`src/tcb_ram.sv`:
```
// Generic single-port-write, single-port-read RAM with registered read data.
`timescale 1ns / 1ps
`default_nettype none
module tcb_ram #(
	parameter int WIDTH = 8,
	parameter int DEPTH = 256
) (
	input  wire logic                     clk,
	input  wire logic                     we,
	input  wire logic [$clog2(DEPTH)-1:0] waddr,
	input  wire logic [WIDTH-1:0]         wdata,
	input  wire logic                     re,
	input  wire logic [$clog2(DEPTH)-1:0] raddr,
	output logic      [WIDTH-1:0]         rdata
);

	logic [WIDTH-1:0] mem [DEPTH];

	always_ff @(posedge clk) begin
		if (we) begin
			mem[waddr] <= wdata;
		end
		if (re) begin
			rdata <= mem[raddr];
		end
	end

endmodule
`default_nettype wire

```
`config.mk`:
```
export PLATFORM = sky130hd
export DESIGN_NAME = tcb_ram
export DESIGN_NICKNAME = d
export VERILOG_FILES = /design/src/tcb_ram.sv
export SDC_FILE = /design/constraint.sdc
export NUM_CORES = 2
export LEC_CHECK = 0
export ABC_CLOCK_PERIOD_IN_PS = 3400
export BUFFER_PORTS_ARGS = -buffer_cell sky130_fd_sc_hd__buf_2
export CAP_MARGIN = 15
export CORE_AREA = 2 2 359 361
export CTS_CLUSTER_SIZE = 25
export DETAILED_ROUTE_END_ITERATION = 16
export DIE_AREA = 0 0 361 363
export GPL_ROUTABILITY_DRIVEN = 0
export PLACE_DENSITY = 0.79
export RECOVER_POWER = 25
export SLEW_MARGIN = 30
export SYNTH_ARGS = -nofsm -noshare
export SYNTH_HDL_FRONTEND = slang
export SYNTH_SLANG_ARGS = --single-unit
```
`constraint.sdc`:
```
create_clock -name clk -period 3.4 [get_ports clk]
set_input_delay 0.51 -clock clk [delete_from_list [all_inputs] [get_ports clk]]
set_output_delay 0.51 -clock clk [all_outputs]
set_load 0.005 [all_outputs]
```
# Word level (Yosys, flattened, before mapping)
# Memories as Yosys holds them, arrays and structs flattened. A register that Yosys moved wholly into a read port is not among the register bits.
# Cells that the tools add are included.
[word_totals]
ramBits = 2048
memories = 1
wordCells = 3
in_bits = 27
register_bits = 0
[mem_list]
columns = ["name", "depth", "word_bits", "read_ports", "rd_ports_with_merged_regs", "wr", "line_no", "rtl"]
rows = [
  ["mem", 256, 8, 1, 1, 1, "17", "logic [WIDTH-1:0] mem [DEPTH];"],
]
[op_classes]
mux = 2
[op_table]
columns = ["op", "count"]
rows = [
  ["1-bit two-way mux", 2],
]

# Logic depth before layout (Yosys ltp)
[depth]
depth_word = 2
depth_mapped = 11

# Least setup slack after synthesis
# Ideal clock, no wire load.
[synth_timing]
kind = "input -> register"
startpoint = "input raddr[0]"
endpoint = "register rdata[2], read port of mem (data pin)"
stages = 9
n_path_buf = 4
path_slack_ns = 0.814
setup_ns = 0.269
arrival_ns = 2.317
path_cell_list = "buf_6 buf_12 buf_8 buf_2 mux4_2 a22oi_1 a21oi_1 nor4_1 nor4_2"
[synth_lines]
columns = ["item", "line_no", "rtl"]
rows = [
  ["from (decl)", "13", "input wire logic [$clog2(DEPTH)-1:0] raddr,"],
  ["to (decl)", "14", "output logic [WIDTH-1:0] rdata"],
]

==> flow_summary.toml <==
[layout]
design_area_um2 = 90400
layout-drive-gt1-share = 0.278
areaGrowthSynthToFinish_pct = 13.5
final_cells = 5995
fin_util = 0.712
finish.net_count = 4200

[synth]
synth_area_um2 = 79600
yosysSeqAreaShare = 0.775
yosys.area.top_type = "edfxtp_1"
synth-edff-count = 2056
ys_ff_latch = 2056
yosysWarnings = 0
synth_top_area_frac = 0.775
ys.flop_type = "edfxtp_1"
synthTopCellsByArea = "edfxtp_1, mux4_2, mux2i_1"
synth.most_common_cell = "edfxtp_1"
syn_nets = 3760
synth_area_per_cell_um2 = 21.3
synth_cells = 3733
yosys-top-cells-count = "edfxtp_1, mux4_2, nor2_1"
async_flop_share = 0
ys_types = 54

[sta]
max_freq_ghz = 0.323
fin_crit_sh = 0.909
slew_headroom = -1.06
drv_slew = 784
fin_tns_setup_ps = 0
fin_crit_ps = 3090
setup_viol = 0
rsz0062_at_grt = "false"
hold_viol_final = 0
finalClockSkew_ps = 38.3
tightest_slew_ps = 3090

[route]
post_drt_wl_per_cell_um = 33.9
ant_nets = 0
drt_iter0_markers = 6868
vias_per_cell = 7.01
dr.pass1.iters = 6
routed_wl_um = 203000
drcViolationCount = 0
num_vias = 42000

[grt]
top_usage_layer = "met2"
grt-ovfl-total = 0
grt_pass1_wl_um = 294000
grt_use_total = 0.315
use_met2 = 0.495
grt_util_met3 = 0.0764
first_global_vias = 42500
met1_usage = 0.432
antenna_found_initial = 14
grt_start_max_net_pins = 138

[worst_setup_path]
r2r_cells = 6
reg2reg_from = "mem[12][1]"
r2r_slack_ps = 530
critPathKind = "input port to flip-flop"
worst_setup_path_start_kind = "input port"
r2r-end = "rdata[1]"
crit_required_ps = 3950
end_kind = "flip-flop"
arrival_ps = 3640
crit_fanout = 52

[hold_path]
hp-class = "input port to flip-flop"
min_to = "mem[157][7]"
hold_start = "waddr[2]"
hold_path_depth = 3

[clock_network]
cts-resized-gates = 0
cts_setup_buffers = 0
cts_buffers = 193
clk_pin_slew_ps = 60
h-tree-depth = 4
clock_path_buffers = 3
clk_latency_ps = 840
cts_tree = "yes"
cts_hold_buf = 0
numClockSinks = 2056
clock-root-buffer = "clkbuf_16"

[job]
drv_cap = 9

[floorplan]
dieArea_um2 = 131000
die_width_um = 361
dieHeight_um = 363
start_util = 0.627
boundaryPins = 35
row_count = 131
coreArea_um2 = 127000

[power_and_ir_drop]
internal-power_w = 0.0403
power.switching_w = 0.0111
power.share.clock = 0.402
pwr-share-comb = 0.052
power_w = 0.0514
p_per_area_nw_per_um2 = 568
swShare = 0.215
p_leak_nw = 28.8
peakVddDrop_v = 0.000704
p_seq_frac = 0.546

[place]
port_buffers = 34
place_area_um2 = 84500
dp_cells = 5639
dp_hpwl_um = 120000

[run_status]
violations = "max-capacitance violations, max-slew violations"
outcome = "complete, but fails checks"
[final cells by class]
| cell class | count | area [um^2] |
|---|---|---|
| fill | 6909 | 36600 |
| sequential | 2056 | 61700 |
| clock buffer | 237 | 5020 |
| clock inverter | 113 | 975 |
| tap | 1662 | 2080 |
| timing repair buffer | 478 | 4110 |
| inverter | 2 | 7.51 |
| antenna | 5 | 12.5 |
| multi-input combinational | 1442 | 16500 |
[metal layers]
metal / routed length (um) / share of wire / vias to the layer above
met2: 97400 / 0.48 / 3328
met4: 9480 / 0.047 / 20
met1: 69100 / 0.34 / 21500
met3: 27000 / 0.13 / 582
met5: 159 / 0.00078 / -
li1: - / - / 16600
[critical path: stages]
cell and delay [ps]:
buf_8 390, buf_12 290, buf_4 280, mux4_2 330
a22oi_1 380, a21oi_1 190, nor4_1 880, buf_4 270
nor4_1 50
[layout by cell type (no fill, tap or decap), drive strengths merged, types with 27 or more instances in the layout]
cell,synthesis,layout
mux4,456,456
clkbuf,111,251
clkinv,1,92
nand3,34,34
nand2,33,33
nor2b,31,31
a21oi,96,96
nor2,282,282
a22oi,133,133
nor4,27,27
buf,122,464
o221ai,47,47
mux2i,134,134
o22ai,28,28
edfxtp,2056,2056
[cells by family (layout without fill, tap and decap cells)]
group | Yosys count | in the layout | synth area share
muxes | 591 | 591 | 0.146
DFF | 2056 | 2056 | 0.775
and+or+nand+nor | 466 | 466 | 0.0263
AOI/OAI and AO/OA | 385 | 385 | 0.0342
other | 0 | 5 | 0
buffers and inverters | 235 | 830 | 0.0183
[power groups by stage]
| stage | sequential (W) | clock (W) | combinational, W |
|---|---|---|---|
| 5_1_grt | 0.0280 | 0.0217 | 0.00278 |
| 6_report | 0.0280 | 0.0207 | 0.00269 |
| 3_3_place_gp | 0.0285 | 0 | 0.00255 |
| 2_1_floorplan | 0.0285 | 0 | 0.00136 |
| 3_5_place_dp | 0.0285 | 0 | 0.00261 |
| 4_1_cts | 0.0280 | 0.0208 | 0.00265 |
[per-stage QoR]
step / setup slack, ps / hold WS, ps
floorplan: 814 / 609
global placement: -242 / 961
detailed placement: -279 / 955
CTS: 530 / 82.9
global route: 326 / 313
finish: 308 / 319
[registers in the layout, indices dropped and copies added, names as in the netlist]
register / count
mem: 2048
rdata: 8
[how the worst max path moves through the flow]
stage | slack, ps | cells after the start | to | startpoint
detailed placement | -280 | 9 | rdata[1] | raddr[1]
CTS | 530 | 9 | rdata[1] | raddr[1]
global route | 330 | 3 | mem[136][7] | wdata[7]
floorplan | 810 | 9 | rdata[2] | raddr[0]
global placement | -240 | 9 | rdata[1] | raddr[1]
finish | 310 | 9 | rdata[1] | raddr[1]
(Power assumes the default switching activity.)
